<file path="config.mk">
export PLATFORM = sky130hd
export DESIGN_NAME = lbmc_div
export DESIGN_NICKNAME = d
export VERILOG_FILES = /design/src/hdl/lbmc_pkg.sv /design/src/hdl/lbmc_div.sv
export SDC_FILE = /design/constraint.sdc
export NUM_CORES = 2
export LEC_CHECK = 0
export ABC_CLOCK_PERIOD_IN_PS = 4300
export BUFFER_PORTS_ARGS = -buffer_cell sky130_fd_sc_hd__buf_2
export CORE_MARGIN = 2
export CORE_UTILIZATION = 50
export CTS_BUF_LIST = sky130_fd_sc_hd__clkbuf_4
export CTS_CLUSTER_DIAMETER = 50
export DETAILED_ROUTE_END_ITERATION = 6
export GPL_ROUTABILITY_DRIVEN = 0
export PLACE_DENSITY = 0.73
export SLEW_MARGIN = 20
export SYNTH_ARGS = -nofsm -noshare
export SYNTH_HDL_FRONTEND = slang
export SYNTH_SLANG_ARGS = --single-unit
</file>
<file path="constraint.sdc">
create_clock -name clk -period 4.3 [get_ports clk]
set_input_delay 0.215 -clock clk [delete_from_list [all_inputs] [get_ports clk]]
set_output_delay 0.215 -clock clk [all_outputs]
set_load 0.05 [all_outputs]
</file>
<file path="src/hdl/lbmc_pkg.sv">
// ----------------------------------------------------------------------------
// lbmc_pkg
// types, constants and fixed point helpers for the d2q9 collision core
// ----------------------------------------------------------------------------
package lbmc_pkg;

  localparam int DIRS       = 9;
  localparam int QSHIFT     = 28;
  localparam int DIV_STAGES = 32;
  localparam int CFG_IDX_W  = 2;
  localparam int CFG_DATA_W = 31;

  localparam logic [CFG_IDX_W-1:0] CFG_RELAX_RATE = 2'd0;
  localparam logic [CFG_IDX_W-1:0] CFG_INV_CS2    = 2'd1;

  localparam logic [29:0] RELAX_RATE_RST = 30'd268435456;
  localparam logic [30:0] INV_CS2_RST    = 31'd805306368;

  localparam logic signed [31:0] W_REST = 32'sd119304647;
  localparam logic signed [31:0] W_AXIS = 32'sd29826162;
  localparam logic signed [31:0] W_DIAG = 32'sd7456540;
  localparam logic signed [63:0] Q_ONE  = 64'sd268435456;
  localparam logic signed [63:0] Q_HALF = 64'sd134217728;

  typedef struct packed {
    logic signed [31:0] dist_rest;
    logic signed [31:0] dist_east;
    logic signed [31:0] dist_north;
    logic signed [31:0] dist_west;
    logic signed [31:0] dist_south;
    logic signed [31:0] dist_northeast;
    logic signed [31:0] dist_northwest;
    logic signed [31:0] dist_southwest;
    logic signed [31:0] dist_southeast;
  } in_t;

  typedef struct packed {
    logic signed [31:0] new_rest;
    logic signed [31:0] new_east;
    logic signed [31:0] new_north;
    logic signed [31:0] new_west;
    logic signed [31:0] new_south;
    logic signed [31:0] new_northeast;
    logic signed [31:0] new_northwest;
    logic signed [31:0] new_southwest;
    logic signed [31:0] new_southeast;
    logic signed [31:0] density;
    logic signed [31:0] velocity_x;
    logic signed [31:0] velocity_y;
  } out_t;

  typedef struct packed {
    logic neg;
    logic ovf;
  } div_ctl_t;

  function automatic logic signed [31:0] sat32(input logic signed [63:0] v);
    if (v > 64'sd2147483647) begin
      return 32'sh7fffffff;
    end else if (v < -64'sd2147483648) begin
      return 32'sh80000000;
    end else begin
      return v[31:0];
    end
  endfunction

  function automatic logic signed [63:0] rnd(input logic signed [63:0] p);
    return (p + Q_HALF) >>> QSHIFT;
  endfunction

  function automatic logic signed [31:0] mulq(input logic signed [31:0] a,
                                               input logic signed [31:0] b);
    logic signed [63:0] ax;
    logic signed [63:0] bx;
    ax = a;
    bx = b;
    return sat32(rnd(ax * bx));
  endfunction

  function automatic logic signed [31:0] weight(input logic [3:0] i);
    case (i)
      4'd0: return W_REST;
      4'd1, 4'd2, 4'd3, 4'd4: return W_AXIS;
      default: return W_DIAG;
    endcase
  endfunction

endpackage

</file>
<file path="src/hdl/lbmc_div.sv">
// ----------------------------------------------------------------------------
// lbmc_div
// pipelined restoring divider, one quotient bit per stage, saturated result
// ----------------------------------------------------------------------------
module lbmc_div (
  input  logic                     clk,
  input  logic                     en,
  input  logic [33:0]              num_mag,
  input  logic [30:0]              den,
  input  lbmc_pkg::div_ctl_t       ctl_in,
  output logic signed [31:0]       quot
);
  import lbmc_pkg::*;

  logic [30:0] rem   [DIV_STAGES];
  logic [31:0] low   [DIV_STAGES];
  logic [31:0] qb    [DIV_STAGES];
  logic [30:0] dv    [DIV_STAGES];
  div_ctl_t    ct    [DIV_STAGES];

  logic [30:0] r_in  [DIV_STAGES];
  logic [31:0] l_in  [DIV_STAGES];
  logic [31:0] q_in  [DIV_STAGES];
  logic [30:0] d_in  [DIV_STAGES];
  div_ctl_t    c_in  [DIV_STAGES];
  logic [31:0] t     [DIV_STAGES];
  logic [30:0] rem_next [DIV_STAGES];
  logic [31:0] qb_next  [DIV_STAGES];

  genvar g;
  generate
    for (g = 0; g < DIV_STAGES; g++) begin : g_stage
      if (g == 0) begin : g_first
        assign r_in[g] = {1'b0, num_mag[33:4]};
        assign l_in[g] = {num_mag[3:0], 28'd0};
        assign q_in[g] = 32'd0;
        assign d_in[g] = den;
        assign c_in[g] = ctl_in;
      end else begin : g_rest
        assign r_in[g] = rem[g-1];
        assign l_in[g] = low[g-1];
        assign q_in[g] = qb[g-1];
        assign d_in[g] = dv[g-1];
        assign c_in[g] = ct[g-1];
      end

      always_comb begin
        t[g] = {r_in[g], l_in[g][31]};
        if (t[g] >= {1'b0, d_in[g]}) begin
          rem_next[g] = 31'(t[g] - {1'b0, d_in[g]});
          qb_next[g]  = {q_in[g][30:0], 1'b1};
        end else begin
          rem_next[g] = t[g][30:0];
          qb_next[g]  = {q_in[g][30:0], 1'b0};
        end
      end

      always_ff @(posedge clk) begin
        if (en) begin
          rem[g] <= rem_next[g];
          low[g] <= {l_in[g][30:0], 1'b0};
          qb[g]  <= qb_next[g];
          dv[g]  <= d_in[g];
          ct[g]  <= c_in[g];
        end
      end
    end
  endgenerate

  logic [31:0] q_u;
  div_ctl_t    q_c;
  assign q_u = qb[DIV_STAGES-1];
  assign q_c = ct[DIV_STAGES-1];

  always_comb begin
    if (q_c.neg) begin
      if (q_c.ovf || q_u > 32'h80000000) begin
        quot = 32'sh80000000;
      end else begin
        quot = $signed(32'd0 - q_u);
      end
    end else begin
      if (q_c.ovf || q_u[31]) begin
        quot = 32'sh7fffffff;
      end else begin
        quot = $signed(q_u);
      end
    end
  end

endmodule

</file>
==> flow_summary.rst <==
.. list-table::
   :header-rows: 1

   * - Metric
     - Value
   * - Result of the run
     - finished with violations
   * - Violated checks
     - negative setup slack
   * - Crit path required time
     - 4.09 ns
   * - Arrival time of data at the critical path endpoint
     - ~5.3 ns
   * - CTS root buffer
     - sky130_fd_sc_hd__clkbuf_4
   * - Share of synthesized cell area in and, or, nand and nor gates
     - roughly 8.3%
   * - Max-slew headroom at the worst pin
     - 33.49%
   * - Measured slew at the worst slew-check pin
     - ~0.99 ns
   * - Final wirelength
     - about 330 mm
   * - Filler cell count
     - between 20000 and 25000
   * - FMAX
     - ~0.18 GHz
   * - Synth Cell Area
     - approximately 140000 um2
   * - Number of enable flip-flop cells after synthesis
     - 2520
   * - P per Cell Area
     - approximately 740 nW/um2
   * - Share of synthesized registers carrying an async set or reset
     - 0%
   * - Vias in the first global route
     - around 99000
   * - Antenna violation net count after detailed routing
     - 0
   * - Worst vdd rail ir drop
     - approximately 0.00037 V
   * - Worst setup skew after layout
     - about 0.11 ns
   * - Clock network latency to the later pin of the worst-skew pair
     - about 1.5 ns
   * - Placeable core area
     - approximately 280000 um2
   * - Max clock buf depth
     - 4
   * - TritonCTS sink count
     - 2520
   * - Count of mapped cells out of synthesis
     - roughly 12000
   * - CTS Buf Count
     - between 600 and 700
   * - Detailed router's first-iteration violation count
     - just under 10000
   * - Tightest Hold Check Type
     - in2reg
   * - Number of buffer cells added on primary ports
     - 100
   * - Post-Synth XOR/XNOR Area
     - under 10%
   * - Synth-to-layout area growth
     - 12.74%
   * - DR DRC count
     - 0
   * - Unique masters post-synth
     - 100
   * - Setup TNS Final
     - -29.46 ns
   * - Kind of critical path
     - reg2out
   * - Final setup slack of the worst path
     - -1.209 ns
   * - Average instance area after synthesis
     - roughly 12 um2
   * - FF/Latch Area
     - between 70000 and 80000 um2
   * - Final slew viol count
     - 0
   * - Starting density of the core
     - between 50% and 60%
   * - Syn Nets
     - 13200
   * - Area taken by multi-input logic gates
     - slightly below 60000 um2
   * - Fraction of the cycle the final worst path needs
     - 128.1%
   * - GRT Residual Overflow
     - 0
   * - Number of detailed-routing iterations run before antenna repair
     - 6
   * - Global-route usage over all layers
     - ~22%
   * - Total via count after detailed routing
     - 99720
   * - Register bit count reported by yosys
     - roughly 2500
   * - Critical path fanouts, max
     - 5
   * - H-Tree Depth
     - 6
   * - RSZ-0062 raised after global routing
     - true
   * - Clock-pin slew on the worst setup and hold paths
     - around 0.07 ns
   * - Compound-gate portion of the synthesized area
     - 14.85%
   * - Number of setup violations in the final report
     - 35
   * - Sum of net half-perimeters after detailed placement
     - 230.1 mm
   * - Placement Setup Slack
     - ~0.11 ns
   * - Vias per cell
     - 5.814
   * - Largest family of logic cells by synthesized area
     - compound AO/OA/AOI/OAI gates
   * - Row count
     - between 150 and 200
   * - Seq/Total Area, Yosys
     - ~54%
   * - Main flop type after synthesis
     - sky130_fd_sc_hd__edfxtp_1
   * - Fraction of layout instances using a drive strength above 1
     - between 10% and 20%
   * - Startpoint class of the critical path
     - flip-flop
   * - Arithmetic-cell share of the synthesized area counting full adders, half adders and majority gates
     - under 10%
   * - Total Die Area
     - ~280000 um2
   * - Post-synthesis mux area share
     - 3.804%
   * - Lkg Pwr
     - 65.07 nW
   * - Vert. Die Dim
     - 532.0 um
   * - Width of the die
     - 532.0 um
   * - Global-route wire length before repair
     - between 500 and 600 mm
   * - Maximum number of pins on one net before global-route repair
     - around 160
   * - Final layout net count
     - between 10000 and 15000
   * - Antenna violations before repair
     - 8
   * - Number of standard cells in the final layout excluding fillers
     - ~17000
   * - Final min period
     - 5.509 ns
   * - CTS tree
     - done
   * - Max Cap Violations
     - 0
   * - DR WL/cell
     - about 19 um
   * - # placed instances
     - between 15000 and 20000
   * - Reg-to-reg slack, setup
     - between 0.15 and 0.2 ns
   * - Number of placed I/O pins
     - 101
   * - Critical path capture point type
     - output port
   * - Number of warning messages in the yosys log
     - 0
   * - Final hold vios
     - 0
==> layer usage <==
metal | vias up | global-route usage [%] | share of wire, %
li1 | 46770 | - | -
met1 | 47750 | 28.36 | 41
met2 | 4149 | 37.29 | 48
met3 | 1052 | 4.039 | 7.0
met4 | 4 | 9.252 | 4.1
met5 | - | 0 | 0.010
==> cells by family (layout without fill, tap and decap cells) <==
family	count (synthesis)	count (layout)
other cells	0	4
buf+inv	1556	2891
simple gates	2447	2453
compound gates	3267	3267
mux	473	473
flops	2520	2520
fa+ha+maj	1023	1023
xor+xnor	817	817
==> flip-flops by register name, indices dropped and copies added (netlist names) <==
name  flops
dv      961
low       6
rem     961
ct       64
qb      528
==> worst max-delay path, cell delays in order (launching register included) <==
cell	delay, ns
sky130_fd_sc_hd__edfxtp_1	0.45
sky130_fd_sc_hd__inv_2	0.12
sky130_fd_sc_hd__ha_4	0.15
sky130_fd_sc_hd__or3b_4	0.38
sky130_fd_sc_hd__or4_4	0.45
sky130_fd_sc_hd__nor4_4	0.32
sky130_fd_sc_hd__nand2_2	0.10
sky130_fd_sc_hd__or3_4	0.37
sky130_fd_sc_hd__o31ai_4	0.28
sky130_fd_sc_hd__nand2b_4	0.16
sky130_fd_sc_hd__buf_6	0.17
sky130_fd_sc_hd__o41ai_4	0.37
sky130_fd_sc_hd__nand2_2	0.20
sky130_fd_sc_hd__o311ai_4	0.15
sky130_fd_sc_hd__buf_6	0.21
==> synthesized netlist by cell type (21+ instances only) <==
cell	n	area, um2
sky130_fd_sc_hd__buf_2	28	140.1
sky130_fd_sc_hd__a41oi_1	23	201.4
sky130_fd_sc_hd__a211oi_1	91	683.2
sky130_fd_sc_hd__inv_1	1252	4700
sky130_fd_sc_hd__mux2_2	440	4955
sky130_fd_sc_hd__a31oi_1	120	750.7
sky130_fd_sc_hd__nor2_1	608	2282
sky130_fd_sc_hd__o211ai_1	48	360.4
sky130_fd_sc_hd__or2_2	43	269.0
sky130_fd_sc_hd__or4_1	21	157.7
sky130_fd_sc_hd__a21o_1	584	4384
sky130_fd_sc_hd__fa_1	31	620.6
sky130_fd_sc_hd__nand4_1	151	944.7
sky130_fd_sc_hd__o21a_1	122	915.9
sky130_fd_sc_hd__a21boi_0	27	202.7
sky130_fd_sc_hd__a221o_1	21	210.2
sky130_fd_sc_hd__nand2b_1	93	581.8
sky130_fd_sc_hd__o21ai_0	746	3734
sky130_fd_sc_hd__and4_1	34	297.8
sky130_fd_sc_hd__a2111oi_0	21	183.9
sky130_fd_sc_hd__o31ai_1	74	555.5
sky130_fd_sc_hd__nor2b_1	109	681.9
sky130_fd_sc_hd__a21oi_1	958	4795
sky130_fd_sc_hd__clkbuf_1	247	927.1
sky130_fd_sc_hd__ha_1	992	12410
sky130_fd_sc_hd__edfxtp_1	2520	75670
sky130_fd_sc_hd__nand2_1	831	3119
sky130_fd_sc_hd__o311ai_0	27	236.5
sky130_fd_sc_hd__o21bai_1	133	998.5
sky130_fd_sc_hd__nor4_1	25	156.4
sky130_fd_sc_hd__nand3_1	166	830.8
sky130_fd_sc_hd__a211o_1	28	245.2
sky130_fd_sc_hd__nor3_1	120	600.6
sky130_fd_sc_hd__and3_1	84	525.5
sky130_fd_sc_hd__xor2_1	334	2925
sky130_fd_sc_hd__a221oi_1	29	254.0
sky130_fd_sc_hd__and2_1	64	400.4
sky130_fd_sc_hd__or3_1	44	275.3
sky130_fd_sc_hd__xnor2_1	483	4230
==> power by group <==
part | switching [W] | internal (W)
Clock | 0.00990 | 0.0107
Combinational | 0.0307 | 0.0247
Sequential | 0.00439 | 0.0365
==> metrics by stage <==
step | area [um2] | power [W] | utilization (%) | hold slack, ns
after floorplan | 139400 | 0.08035 | - | 0.3139
after global placement | 145000 | 0.09230 | 52.33 | 0.3924
after detailed placement | 145000 | 0.09439 | 52.33 | 0.3941
after CTS | 156400 | 0.1160 | 56.47 | 0.09096
after global routing | 157200 | 0.1246 | 56.74 | 0.2045
final | 157200 | 0.1168 | 56.74 | 0.2710
==> area by class of cell <==
class | instances | area share (%)
diodes | 4 | 0.006369
inverters | 1254 | 3.003
well taps | 3705 | 2.950
clock buffers | 912 | 4.357
flip-flops and latches | 2520 | 48.15
multi-input cells | 8033 | 37.54
repair buffers | 514 | 3.133
clock inverters | 211 | 0.8598
==> final timing paths <==
| check | startpoint | to | cells past startpoint |
|---|---|---|---|
| setup reg to reg | dv[1][217]$_DFFE_PP_ | rem[1][251]$_DFFE_PP_ | 13 |
| hold reg to reg | qb[0][197]$_DFFE_PP_ | qb[0][230]$_DFFE_PP_ | 0 |
| hold / removal | num_mag[33] | rem[0][30]$_DFFE_PP_ | 5 |
| setup / recovery | qb[1][480]$_DFFE_PP_ | quot[18] | 14 |
==> cells in the final DEF (no fill, tap or decap), types with 133 or more instances in the layout <==
master,netlist,final
sky130_fd_sc_hd__a21oi_1,958,948
sky130_fd_sc_hd__buf_4,1,138
sky130_fd_sc_hd__inv_1,1252,1250
sky130_fd_sc_hd__ha_1,992,990
sky130_fd_sc_hd__o21ai_0,746,726
sky130_fd_sc_hd__edfxtp_1,2520,2520
sky130_fd_sc_hd__a21o_1,584,584
sky130_fd_sc_hd__nand2_1,831,812
sky130_fd_sc_hd__mux2_2,440,440
sky130_fd_sc_hd__o21bai_1,133,133
sky130_fd_sc_hd__clkbuf_4,0,912
sky130_fd_sc_hd__nand4_1,151,151
sky130_fd_sc_hd__xor2_1,334,334
sky130_fd_sc_hd__xnor2_1,483,483
sky130_fd_sc_hd__dlygate4sd3_1,0,228
sky130_fd_sc_hd__nand3_1,166,164
sky130_fd_sc_hd__nor2_1,608,604
==> repair_timing <==
| action | in CTS | in global routing |
|---|---|---|
| gates cloned | 6 | 1 |
| hold buffers | 229 | 0 |
| endpoints found under the setup margin | 32 | 226 |
| pin swaps | 31 | 19 |
| setup buffers | 21 | 13 |
| resized for setup | 155 | 121 |
| hold endpoints to repair | 2588 | 0 |
(Power assumes the default switching activity.)
